<file path="src/rtl/bsda_pkg.sv">
`timescale 1ns / 1ps
`default_nettype none

package bsda_pkg;

   localparam int MODE_W   = 3;
   localparam int POS_W    = 4;
   localparam int VALUE_W  = 32;
   localparam int STATUS_W = 2;
   localparam int COUNT_W  = 4;

   typedef enum logic [MODE_W-1:0] {
      MODE_PUSH      = 3'd0,
      MODE_POP       = 3'd1,
      MODE_PEEK      = 3'd2,
      MODE_OVERWRITE = 3'd3,
      MODE_CLEAR     = 3'd4
   } mode_type;

   typedef enum logic [STATUS_W-1:0] {
      ST_OK    = 2'd0,
      ST_FULL  = 2'd1,
      ST_EMPTY = 2'd2,
      ST_RANGE = 2'd3
   } status_type;

endpackage

`default_nettype wire

</file>
<file path="src/rtl/bsda_if.sv">
`timescale 1ns / 1ps
`default_nettype none

interface bsda_req_if;
   logic                         valid;
   logic                         ready;
   logic [bsda_pkg::MODE_W-1:0]  mode;
   logic [bsda_pkg::POS_W-1:0]   position;
   logic [bsda_pkg::VALUE_W-1:0] value;

   modport source (output valid, output mode, output position, output value, input ready);
   modport sink   (input valid, input mode, input position, input value, output ready);
endinterface

interface bsda_rsp_if;
   logic                          valid;
   logic                          ready;
   logic [bsda_pkg::STATUS_W-1:0] status;
   logic [bsda_pkg::VALUE_W-1:0]  read_value;
   logic [bsda_pkg::COUNT_W-1:0]  entry_count;
   logic                          is_full;
   logic                          is_empty;

   modport source (output valid, output status, output read_value, output entry_count,
                   output is_full, output is_empty, input ready);
   modport sink   (input valid, input status, input read_value, input entry_count,
                   input is_full, input is_empty, output ready);
endinterface

`default_nettype wire

</file>
<file path="src/rtl/bounded_stack_with_depth_access_unit.sv">
`timescale 1ns / 1ps
`default_nettype none

// channel   direction  transaction
// req_if    in         mode, position, value
// rsp_if    out        status, read_value, entry_count, is_full, is_empty
//
// one request per cycle sustained while responses are taken; a response is presented from
// the output register: the entry read and the request stage load as the request is taken,
// the output register loads from the request stage once the output is free.
// the count register is updated as a request is taken, so the next request sees it.
// reset clears the count and the valid flags; entry contents stay as they were.
// a stalled response holds one request in the middle stage, then req_if.ready drops.

module bounded_stack_with_depth_access_unit #(
   parameter int DEPTH      = 8,
   parameter int DATA_WIDTH = 32
) (
   input  wire logic   clock,
   input  wire logic   reset,
   bsda_req_if.sink    req_if,
   bsda_rsp_if.source  rsp_if
);

   import bsda_pkg::*;

   localparam int CNT_W = $clog2(DEPTH + 1);
   localparam int IDX_W = (DEPTH > 1) ? $clog2(DEPTH) : 1;
   localparam int CMP_W = (CNT_W > POS_W) ? CNT_W : POS_W;
   localparam int CW    = (DATA_WIDTH < VALUE_W) ? DATA_WIDTH : VALUE_W;

   logic [DATA_WIDTH-1:0] mem [DEPTH];
   logic [DATA_WIDTH-1:0] rd_ff;

   logic [CNT_W-1:0]   count_ff, count_in;
   logic               pend_valid_ff, pend_valid_in;
   status_type         pend_status_ff, pend_status_in;
   logic               pend_peek_ff, pend_peek_in;
   logic [CNT_W-1:0]   pend_count_ff;

   logic               rsp_valid_ff, rsp_valid_in;
   status_type         rsp_status_ff;
   logic [VALUE_W-1:0] rsp_read_value_ff;
   logic [COUNT_W-1:0] rsp_count_ff;
   logic               rsp_full_ff;
   logic               rsp_empty_ff;

   logic               out_free;
   logic               req_ready;
   logic               accept;
   logic               move;
   logic               pos_ok;
   logic               is_full_now;
   logic               is_empty_now;
   logic [CMP_W-1:0]   depth_diff;
   logic               mem_we;
   logic               mem_re;
   logic [IDX_W-1:0]   mem_addr;
   logic [DATA_WIDTH-1:0] mem_wdata;

   assign out_free  = !rsp_valid_ff || rsp_if.ready;
   assign req_ready = !pend_valid_ff || out_free;
   assign accept    = req_if.valid && req_ready;
   assign move      = pend_valid_ff && out_free;

   assign is_full_now  = (count_ff == CNT_W'(DEPTH));
   assign is_empty_now = (count_ff == '0);
   assign pos_ok       = (req_if.position != '0) &&
                         (CMP_W'(req_if.position) <= CMP_W'(count_ff));
   // entry index of a position counted down from the top
   assign depth_diff   = CMP_W'(count_ff) - CMP_W'(req_if.position);
   assign mem_wdata    = DATA_WIDTH'(req_if.value[CW-1:0]);

   always_comb begin
      count_in       = count_ff;
      pend_status_in = ST_OK;
      pend_peek_in   = 1'b0;
      mem_we         = 1'b0;
      mem_re         = 1'b0;
      mem_addr       = depth_diff[IDX_W-1:0];
      unique case (req_if.mode)
         MODE_PUSH: begin
            mem_addr = count_ff[IDX_W-1:0];
            if (is_full_now) begin
               pend_status_in = ST_FULL;
            end else begin
               mem_we   = accept;
               count_in = count_ff + 1'b1;
            end
         end
         MODE_POP: begin
            if (is_empty_now) begin
               pend_status_in = ST_EMPTY;
            end else begin
               count_in = count_ff - 1'b1;
            end
         end
         MODE_PEEK: begin
            if (is_empty_now) begin
               pend_status_in = ST_EMPTY;
            end else if (!pos_ok) begin
               pend_status_in = ST_RANGE;
            end else begin
               mem_re       = accept;
               pend_peek_in = 1'b1;
            end
         end
         MODE_OVERWRITE: begin
            if (is_empty_now) begin
               pend_status_in = ST_EMPTY;
            end else if (!pos_ok) begin
               pend_status_in = ST_RANGE;
            end else begin
               mem_we = accept;
            end
         end
         MODE_CLEAR: begin
            count_in = '0;
         end
         default: begin
            // unused codes do nothing
         end
      endcase
   end

   assign pend_valid_in = accept || (pend_valid_ff && !out_free);
   assign rsp_valid_in  = out_free ? pend_valid_ff : rsp_valid_ff;

   // entry memory, one port, registered read
   always_ff @(posedge clock) begin
      if (mem_we) begin
         mem[mem_addr] <= mem_wdata;
      end
      if (mem_re) begin
         rd_ff <= mem[mem_addr];
      end
   end

   always_ff @(posedge clock) begin
      if (reset) begin
         count_ff      <= '0;
         pend_valid_ff <= 1'b0;
         rsp_valid_ff  <= 1'b0;
      end else begin
         pend_valid_ff <= pend_valid_in;
         rsp_valid_ff  <= rsp_valid_in;
         if (accept) begin
            count_ff <= count_in;
         end
      end
   end

   always_ff @(posedge clock) begin
      if (accept) begin
         pend_status_ff <= pend_status_in;
         pend_peek_ff   <= pend_peek_in;
         pend_count_ff  <= count_in;
      end
      if (move) begin
         rsp_status_ff     <= pend_status_ff;
         rsp_read_value_ff <= pend_peek_ff ? VALUE_W'(rd_ff[CW-1:0]) : '0;
         rsp_count_ff      <= COUNT_W'(pend_count_ff);
         rsp_full_ff       <= (pend_count_ff == CNT_W'(DEPTH));
         rsp_empty_ff      <= (pend_count_ff == '0);
      end
   end

   assign req_if.ready       = req_ready;
   assign rsp_if.valid       = rsp_valid_ff;
   assign rsp_if.status      = rsp_status_ff;
   assign rsp_if.read_value  = rsp_read_value_ff;
   assign rsp_if.entry_count = rsp_count_ff;
   assign rsp_if.is_full     = rsp_full_ff;
   assign rsp_if.is_empty    = rsp_empty_ff;

endmodule

`default_nettype wire
</file>
<file path="src/flat_wrapper.sv">
// flat-port wrapper written by rule: the top's interface ports become plain ports
module bounded_stack_with_depth_access_unit_flat import bsda_pkg::*;
#(
   parameter int DEPTH      = 8,
   parameter int DATA_WIDTH = 32
)
  (clock, reset, req_if_valid, req_if_mode, req_if_position, req_if_value, req_if_ready, rsp_if_valid, rsp_if_status, rsp_if_read_value, rsp_if_entry_count, rsp_if_is_full, rsp_if_is_empty, rsp_if_ready);
  bsda_req_if req_if_i ();
  bsda_rsp_if rsp_if_i ();
  input  wire logic clock;
  input  wire logic reset;
  input wire logic [$bits(req_if_i.valid)-1:0] req_if_valid;
  input wire logic [$bits(req_if_i.mode)-1:0] req_if_mode;
  input wire logic [$bits(req_if_i.position)-1:0] req_if_position;
  input wire logic [$bits(req_if_i.value)-1:0] req_if_value;
  output wire logic [$bits(req_if_i.ready)-1:0] req_if_ready;
  output wire logic [$bits(rsp_if_i.valid)-1:0] rsp_if_valid;
  output wire logic [$bits(rsp_if_i.status)-1:0] rsp_if_status;
  output wire logic [$bits(rsp_if_i.read_value)-1:0] rsp_if_read_value;
  output wire logic [$bits(rsp_if_i.entry_count)-1:0] rsp_if_entry_count;
  output wire logic [$bits(rsp_if_i.is_full)-1:0] rsp_if_is_full;
  output wire logic [$bits(rsp_if_i.is_empty)-1:0] rsp_if_is_empty;
  input wire logic [$bits(rsp_if_i.ready)-1:0] rsp_if_ready;
  assign req_if_i.valid = req_if_valid;
  assign req_if_i.mode = req_if_mode;
  assign req_if_i.position = req_if_position;
  assign req_if_i.value = req_if_value;
  assign req_if_ready = req_if_i.ready;
  assign rsp_if_valid = rsp_if_i.valid;
  assign rsp_if_status = rsp_if_i.status;
  assign rsp_if_read_value = rsp_if_i.read_value;
  assign rsp_if_entry_count = rsp_if_i.entry_count;
  assign rsp_if_is_full = rsp_if_i.is_full;
  assign rsp_if_is_empty = rsp_if_i.is_empty;
  assign rsp_if_i.ready = rsp_if_ready;
  bounded_stack_with_depth_access_unit #(.DEPTH(DEPTH), .DATA_WIDTH(DATA_WIDTH)) u_core (.clock(clock), .reset(reset), .req_if(req_if_i), .rsp_if(rsp_if_i));
endmodule
</file>
<file path="config.mk">
export PLATFORM = sky130hd
export DESIGN_NAME = bounded_stack_with_depth_access_unit_flat
export DESIGN_NICKNAME = d
export VERILOG_FILES = /design/src/rtl/bsda_pkg.sv /design/src/rtl/bsda_if.sv /design/src/rtl/bounded_stack_with_depth_access_unit.sv /design/src/flat_wrapper.sv
export SDC_FILE = /design/constraint.sdc
export NUM_CORES = 1
export LEC_CHECK = 0
export BUFFER_PORTS_ARGS = -buffer_cell sky130_fd_sc_hd__buf_2
export CAP_MARGIN = 20
export CORE_MARGIN = 2
export CORE_UTILIZATION = 55
export DETAILED_ROUTE_END_ITERATION = 6
export GPL_ROUTABILITY_DRIVEN = 0
export PLACE_DENSITY_LB_ADDON = 0.3
export RECOVER_POWER = 50
export SYNTH_ARGS = -nofsm -noshare
export SYNTH_HDL_FRONTEND = slang
export SYNTH_SLANG_ARGS = --single-unit
</file>
<file path="constraint.sdc">
create_clock -name clock -period 12.1 [get_ports clock]
set_input_delay 1.21 -clock clock [delete_from_list [all_inputs] [get_ports clock]]
set_output_delay 1.21 -clock clock [all_outputs]
set_load 0.05 [all_outputs]
</file>
Word level (Yosys, flattened, before mapping)

Memories as Yosys holds them, arrays and structs flattened. A register that Yosys moved wholly into a read port is not among the register bits.
Cells that the tools add are included.

Bits in registers: 53
Memory bits (writable): 256
Input port bits: 43
Output and inout port bits: 42
Memories: 1

Add/subtract/negate cells: 3
$lt $le $gt $ge: 1
Eq/ne operators: 6
Multiplexer cells: 17
Bitwise logic cells: 1
Reductions and logical operators: 16

Memories:

| name       | words | bits a word | rd ports | clocked after Yosys merged registers in | write ports | RTL line                                   | source |
|---|---|---|---|---|---|---|---|
| u_core.mem | 8     | 32          | 1        | 1                                       | 1           | bounded_stack_with_depth_access_unit.sv:32 | `logic [DATA_WIDTH-1:0] mem [DEPTH];` |

Operator list:

| cell                  | count |
|---|---|
| $pmux W4 S3           | 1 |
| $eq A4 B4 Y1 const B  | 2 |
| $logic_not A4 Y1      | 2 |
| $mux W1               | 8 |
| $mux W4               | 2 |
| $eq A3 B2 Y1 const B  | 2 |
| $mux W2               | 3 |
| $pmux W2 S3           | 1 |
| $add A4 B1 Y4 const B | 1 |
| $le A4 B4 Y1          | 1 |
| $logic_and A1 B1 Y1   | 4 |
| $reduce_bool A4 Y1    | 1 |
| $reduce_or A2 Y1      | 2 |
| $sub A4 B1 Y4 const B | 1 |
| $eq A3 B1 Y1 const B  | 1 |
| $eq A3 B3 Y1 const B  | 1 |
| $logic_not A1 Y1      | 3 |
| $logic_not A3 Y1      | 1 |
| $logic_or A1 B1 Y1    | 3 |
| $mux W3               | 1 |
| $sub A3 B3 Y3         | 1 |
| $pmux W1 S2           | 1 |
| $not A1 Y1            | 1 |

Depth between registers and ports, before layout

Gate-level depths: netlist of run 1.

Depth after elaboration: 9
Depth in mapped cells: 12
Mapped depth without buffers: 9

Least setup slack after synthesis of run 1

OpenSTA, ideal clock, no wires.

Path kind: in2reg
Start: input req_if_position[0]
End: memory u_core.mem[7][0] (enable)
Library setup time: 0.513 ns
Arrival time: 6.054 ns
Slack: 5.533 ns
Stages on the path: 9
Path through: ha_1 inv_1 fa_1 xor2_1 mux2i_4 buf_4 nor2_1 buf_2 nor4b_1

Cells in the longest elaborated chain, start to end: 7

Ends and longest elaborated chain:

| what                                               | RTL line                                                                               | source |
|---|---|---|
| start: declaration                                 | flat_wrapper.sv:14                                                                     | `input wire logic [$bits(req_if_i.position)-1:0] req_if_position;` |
| $le A4 B4 Y1 or $reduce_bool A4 Y1 (tied branches) | bounded_stack_with_depth_access_unit.sv:69, bounded_stack_with_depth_access_unit.sv:68 |  |
| $logic_and A1 B1 Y1                                | bounded_stack_with_depth_access_unit.sv:68                                             | `assign pos_ok = (req_if.position != '0) &&` |
| $mux W1                                            | bounded_stack_with_depth_access_unit.sv:111                                            | `end else if (!pos_ok) begin` |
| $mux W1                                            | bounded_stack_with_depth_access_unit.sv:109                                            | `if (is_empty_now) begin` |
| $pmux W1 S2                                        | bounded_stack_with_depth_access_unit.sv:81                                             | `unique case (req_if.mode)` |
| $mux W1                                            | bounded_stack_with_depth_access_unit.sv:131                                            | `if (mem_we) begin` |
| $mux W1 (implied by the code)                      | bounded_stack_with_depth_access_unit.sv:132                                            | `mem[mem_addr] <= mem_wdata;` |
| end: declaration                                   | bounded_stack_with_depth_access_unit.sv:32                                             |  |

Several ways; a longest one is shown, not always the timed one.

Worst setup path after layout of run 1

Same ends and word-level chain as after synthesis.

==> results of run 1 <==
==> final cells by class <==
type / count / area (um^2)
Fill cell: 1631 / 8520
Sequential cell: 341 / 10200
Tap cell: 319 / 399
Clock inverter: 18 / 134
Antenna cell: 3 / 7.51
Timing Repair Buffer: 107 / 529
Clock buffer: 43 / 906
Multi-Input combinational cell: 371 / 2830
Inverter: 12 / 45.0
==> power by group through the flow <==
stage                     clock network (mW)  logic [mW]  registers, mW
after floorplan                            0       0.181           1.37
after global placement                     0       0.277           1.36
after detailed placement                   0       0.286           1.36
after CTS                               1.00       0.288           1.33
after global routing                    1.05       0.309           1.33
final                                  0.989       0.290           1.33
==> registers in the layout, indices dropped and copies added (netlist names), 2 cells and up <==
register / count
u_core.rsp_if.read_value: 32
u_core.pend_count_ff: 4
u_core.mem: 256
u_core.pend_status_ff: 2
u_core.rd_ff: 32
u_core.count_ff: 4
u_core.rsp_if.status: 2
u_core.rsp_if.entry_count: 4
==> final timing paths <==
check	startpoint	end	cells after the start
max	req_if_position[0]	u_core.mem[7][0]	11
min	u_core.pend_status_ff[0]	u_core.rsp_if.status[0]	0
max reg2reg	u_core.count_ff[0]	u_core.mem[7][0]	11
min reg2reg	u_core.pend_status_ff[0]	u_core.rsp_if.status[0]	0
==> cells in the final DEF (no fill, tap or decap), types with 7 or more instances in the layout <==
cell type	count
a21oi_1	13
a221oi_1	32
a222oi_1	10
a22o_1	9
a22oi_1	16
a32o_1	7
and2_0	25
and2_1	8
buf_2	33
buf_4	19
clkbuf_1	61
clkbuf_16	35
clkinv_1	8
clkinv_2	7
edfxtp_1	335
ha_1	8
inv_1	12
mux2_2	29
mux2i_1	34
nand2_1	58
nor2_1	20
nor2_2	7
o211ai_1	8
o21ai_1	10
o22ai_1	9
==> cell families after synthesis <==
family                   count (synthesis)
multiplexers                            69
flip-flops                             341
buffers and inverters                   53
XOR/XNOR                                 1
AO/OA/AOI/OAI                          140
adder cells (fa/ha/maj)                  9
AND/OR/NAND/NOR                        152
==> layer usage <==
metal | global-route usage | wire, um | vias up
met2 | 0.362 | 13800 | 369
met5 | 0 | 0 | -
met4 | 0.0872 | 841 | 0
met1 | 0.288 | 11200 | 3699
met3 | 0.0426 | 1990 | 60
li1 | - | - | 3260
==> per-stage QoR <==
stage	power [mW]	hold WS (ns)	cells
2_1_floorplan	1.56	0.400	765
4_1_cts	2.62	0.429	1208
6_report	2.61	0.424	1214
5_1_grt	2.69	0.441	1213
3_3_place_gp	1.63	0.410	1147
3_5_place_dp	1.64	0.415	1147
==> results.toml, run 1 <==
[pwr]
internal_power_mw = 2.00
p_sw_uw = 613
clockPowerShare = 0.379
switching_share = 0.235
power_frac_comb = 0.111
seqPwrFrac = 0.510
irDropWorstVdd_v = 0.000105
powerDensity_nw_per_um2 = 174
p_leak_nw = 4.98

[critical_path]
crit_buf_inv = 5
worstSetupPathType = "in2reg"
critPathArrivalTime_ns = 4.35
cp-end-kind = "flip-flop"
required_ns = 12.25
path_max_fanout = 30
r2r_slack_ns = 8.00
crit_family = "buffers and inverters"
start_kind = "input port"
cp_common_cell = "buf_4"
crit_chain = "clkbuf_1, ha_1, inv_1, fa_1, xor2_1, mux2i_4, buf_4, nor2_1, buf_4, nor4b_2, buf_4"
slowest_delay_ns = 0.80
cpMaxStageDelayCell = "nor4b_2"

[timing]
setup_viol = 0
finClkSkew_ns = 0.0181
grt_setup_unrepaired = "false"
timing.final.ws_setup_ns = 7.90
fmax_ghz = 0.238
timing.final.crit_period_ns = 4.20
tns_ns = 0
slew_violations = 41
finalCritPeriodShare = 0.347
slew_headroom = -0.684
finalHoldViolCount = 0
max_slew.worst_pin.slew_ns = 2.53

[placement]
placed_area_um2 = 14000
dp_hpwl_um = 16000
pre_cts_slack_ns = 7.44
io_buffer_count = 84

[clock_network]
cts_root_buffer = "clkbuf_16"
htreeDepth = 2
post_cts_buffers = 0
clock-sinks = 341
numCtsBuffers = 35
cts_resized = 0
cts_hold_buf = 0
clkTransAtPathRegs_ns = 0.06
clockBufferDepth = 3
clkLatencyLatePin_ns = 0.51
cts_tree = "yes"

[global_routing]
grt_pass1_wl_um = 42300
grt_max_degree = 53
grt_usage = 0.218
overflow = 0
grt_antenna_before_repair = 2
grt_pass1_vias = 7523

[floorplan]
num_io_pins = 85
placeableCoreArea_um2 = 23500
die-area_um2 = 25200
die_h_um = 159
dieWidth_um = 159
start_util = 0.560
rows = 56

[synthesis]
synthTopCellsByArea = "edfxtp_1, mux2i_1, mux2_2"
ys.flop_type = "edfxtp_1"
synth_nets = 817
netlist-cell-type-count = 54
synthXorXnorAreaFrac = 0.000664
syn_avg_cell_area_um2 = 17.2
synth_top_family_by_area = "compound AO/OA/AOI/OAI gates"
syn_area_um2 = 13200
yosysTopAreaCellShare = 0.762
syn-instance-count = 765
ys_seq_area_frac = 0.771
ys_seq_elements = 341
synth_mux_area_frac = 0.0577
synth_common_cells = "edfxtp_1, nand2_1, mux2i_1, and2_1, a221oi_1"
synth-adder-area-share = 0.00910
synth.most_common_cell = "edfxtp_1"
synth_largest_area_cell = "edfxtp_1"
async_flop_share = 0
synth-compound-area-share = 0.0842
ys_warn_count = 0
yosys.area_share.simple = 0.0579
synth_edf_count = 335

[drt]
vias_per_cell = 6.09
dr.pass1.iters = 5
ant_nets = 0
drc = 0
num_vias = 7388
drtIter0Drc = 752
post_drt_wl_per_cell_um = 22.9
routed_wl_um = 27800

[final_layout]
design_area_um2 = 15000
area_growth_pct = 13.9
finalCoreUtilization = 0.638
drive_gt1_frac = 0.173
nNetsFinal = 920

[run_status]
status = "finished, violations left"
violations = "capacitance limit, slew limit"

[job]
drv_cap = 1

[min_path]
hold_path_class = "reg2reg"
No activity file was read; power rests on OpenSTA's default activity.
==> run 2: changes to the inputs <==
--- a/config.mk
+++ b/config.mk
@@ -5,6 +5,7 @@
 export SDC_FILE = /design/constraint.sdc
 export NUM_CORES = 1
 export LEC_CHECK = 0
+export ABC_AREA = 1
 export BUFFER_PORTS_ARGS = -buffer_cell sky130_fd_sc_hd__buf_2
 export CAP_MARGIN = 20
 export CORE_MARGIN = 2
==> constraint.sdc (replaced) <==
create_clock -name clock -period 4.1 [get_ports clock]
set_input_delay 0.41 -clock clock [delete_from_list [all_inputs] [get_ports clock]]
set_output_delay 0.41 -clock clock [all_outputs]
set_load 0.05 [all_outputs]
==> results.toml, run 2 <==
[global_routing]
grt_pass1_wl_um = 49900
overflow = 0
grt_max_degree = 90
grt_usage = 0.229
grt_pass1_vias = 9428
grt_antenna_before_repair = 0

[timing]
max_slew.worst_pin.slew_ns = 2.18
finClkSkew_ns = 0.0115
timing.final.ws_setup_ns = 0.737
slew_violations = 41
finalCritPeriodShare = 0.820
timing.final.crit_period_ns = 3.36
fmax_ghz = 0.297
setup_viol = 0
slew_headroom = -0.454
finalHoldViolCount = 0
grt_setup_unrepaired = "false"
tns_ns = 0

[run_status]
status = "finished, violations left"
violations = "capacitance limit, slew limit"

[critical_path]
ff2ff_path_depth = 9
crit_cells = 9
timing.rr.end = "u_core.mem[5][11]"
r2r_slack_ns = 0.74
slowest_delay_ns = 0.87
critPathLaunch = "u_core.count_ff[0]"
critPathArrivalTime_ns = 3.48
path_max_fanout = 35
worstSetupPathType = "reg2reg"
required_ns = 4.22
crit_family = "simple AND/OR/NAND/NOR gates"
critPathCapture = "u_core.mem[5][11]"
cp_common_cell = "inv_2"
cpMaxStageDelayCell = "nor2_4"
r2r_start = "u_core.count_ff[0]"
cp-end-kind = "flip-flop"
crit_chain = "inv_2, ha_1, inv_1, fa_1, nand2_1, o21ai_4, inv_2, nand3_1, nor2_4"
start_kind = "flip-flop"
crit_buf_inv = 3

[placement]
io_buffer_count = 84
dp_hpwl_um = 18300
pre_cts_slack_ns = 0.736

[pwr]
p_leak_nw = 6.66
p_sw_mw = 2.05
clockPowerShare = 0.369
irDropWorstVdd_v = 0.000339
switching_share = 0.258
internal_power_mw = 5.92
power_frac_comb = 0.136
seqPwrFrac = 0.495
powerDensity_nw_per_um2 = 493

[drt]
post_drt_wl_per_cell_um = 18.0
drc = 0
dr.pass1.iters = 6
routed_wl_um = 31100
num_vias = 9566
vias_per_cell = 5.52
drtIter0Drc = 951
ant_nets = 0

[synthesis]
ys_seq_area_frac = 0.706
netlist-cell-type-count = 30
ys.flop_type = "edfxtp_1"
ys_warn_count = 0
syn_area_um2 = 14400
syn_avg_cell_area_um2 = 11.1
syn-instance-count = 1298
synthTopCellsByArea = "edfxtp_1, nand2_1, nand3_1"
synth_largest_area_cell = "edfxtp_1"
yosysTopAreaCellShare = 0.698
synth.most_common_cell = "nand2_1"
synth_nets = 1350
ys_seq_elements = 341
async_flop_share = 0
synth_common_cells = "nand2_1, edfxtp_1, nand3_1, inv_1, buf_4"
synth_edf_count = 335

[clock_network]
cts_resized = 0
cts_root_buffer = "clkbuf_16"
clockBufferDepth = 3
clkTransAtPathRegs_ns = 0.06
clkLatencyLatePin_ns = 0.51
htreeDepth = 2
cts_hold_buf = 0
post_cts_buffers = 0
numCtsBuffers = 35
clock-sinks = 341
cts_tree = "yes"

[floorplan]
num_io_pins = 85
dieWidth_um = 166
die_h_um = 166
placeableCoreArea_um2 = 25900
rows = 59
die-area_um2 = 27500
start_util = 0.556

[job]
drv_cap = 1

[min_path]
hold_path_class = "in2reg"

[final_layout]
largest_reg_flops = 256
nNetsFinal = 1425
largest-register = "u_core.mem"
antenna_cells = 0
mostFrequentLayoutCells = "nand2_1, edfxtp_1, nand3_1, clkbuf_1, inv_1"
layout_commonest_cell = "nand2_1"
area_growth_pct = 12.2
drive_gt1_frac = 0.0959
[run 2: per-layer routing]
layer  routed length, um  GRT usage  vias up
li1                    -          -     4583
met1               12900      0.308     4520
met2               15000      0.374      395
met3                2430     0.0469       68
met4                 860     0.0809        0
met5                   0          0        -
[run 2: per-stage QoR]
stage | std cells | hold slack, ns | cell area, um^2 | total power [mW] | util
2_1_floorplan | 1298 | 0.400 | 14400 | 4.76 | -
3_3_place_gp | 1669 | 0.406 | 15100 | 5.06 | 0.585
3_5_place_dp | 1669 | 0.405 | 15100 | 5.08 | 0.585
4_1_cts | 1731 | 0.143 | 16200 | 7.99 | 0.626
5_1_grt | 1733 | 0.164 | 16200 | 8.27 | 0.624
6_report | 1733 | 0.159 | 16200 | 7.97 | 0.624
[run 2: cells by family (layout without fill, tap and decap cells)]
logic type / Yosys count / count (layout) / share of synthesized area
AO/OA/AOI/OAI: 18 / 18 / 0.00808
flip-flops: 341 / 341 / 0.706
AND/OR/NAND/NOR: 794 / 794 / 0.231
XOR/XNOR: 2 / 2 / 0.00122
buffers and inverters: 134 / 234 / 0.0449
adder cells (fa/ha/maj): 9 / 9 / 0.00834
[run 2: worst min-delay path by stage]
stage                             startpoint                 endpoint  slack (ns)  cells past startpoint
detailed placement  u_core.pend_status_ff[1]  u_core.rsp_if.status[1]        0.41                      0
finish                          req_if_valid     u_core.pend_valid_ff        0.16                      3
global placement    u_core.pend_status_ff[1]  u_core.rsp_if.status[1]        0.41                      0
floorplan           u_core.pend_status_ff[0]  u_core.rsp_if.status[0]        0.40                      0
CTS                             req_if_valid     u_core.pend_valid_ff        0.14                      3
global route                           reset      u_core.rsp_if.valid        0.16                      2
[run 2: area by class of cell]
| type | instances | area, um^2 |
|---|---|---|
| Sequential cell | 341 | 10200 |
| Fill cell | 1996 | 9740 |
| Multi-Input combinational cell | 823 | 3690 |
| Clock buffer | 47 | 963 |
| Timing Repair Buffer | 112 | 591 |
| Tap cell | 335 | 419 |
| Inverter | 60 | 225 |
| Clock inverter | 15 | 98.8 |
[run 2: power by group through the flow]
stage	clock network (mW)	logic, mW	registers (mW)
2_1_floorplan	0	0.682	4.07
3_5_place_dp	0	1.06	4.02
4_1_cts	2.98	1.07	3.94
5_1_grt	3.11	1.21	3.94
3_3_place_gp	0	1.04	4.01
6_report	2.94	1.08	3.94
[run 2: tightest hold or removal path, stage by stage]
cell and delay [ns]:
buf_2 0.11, inv_1 0.04, a21oi_1 0.05
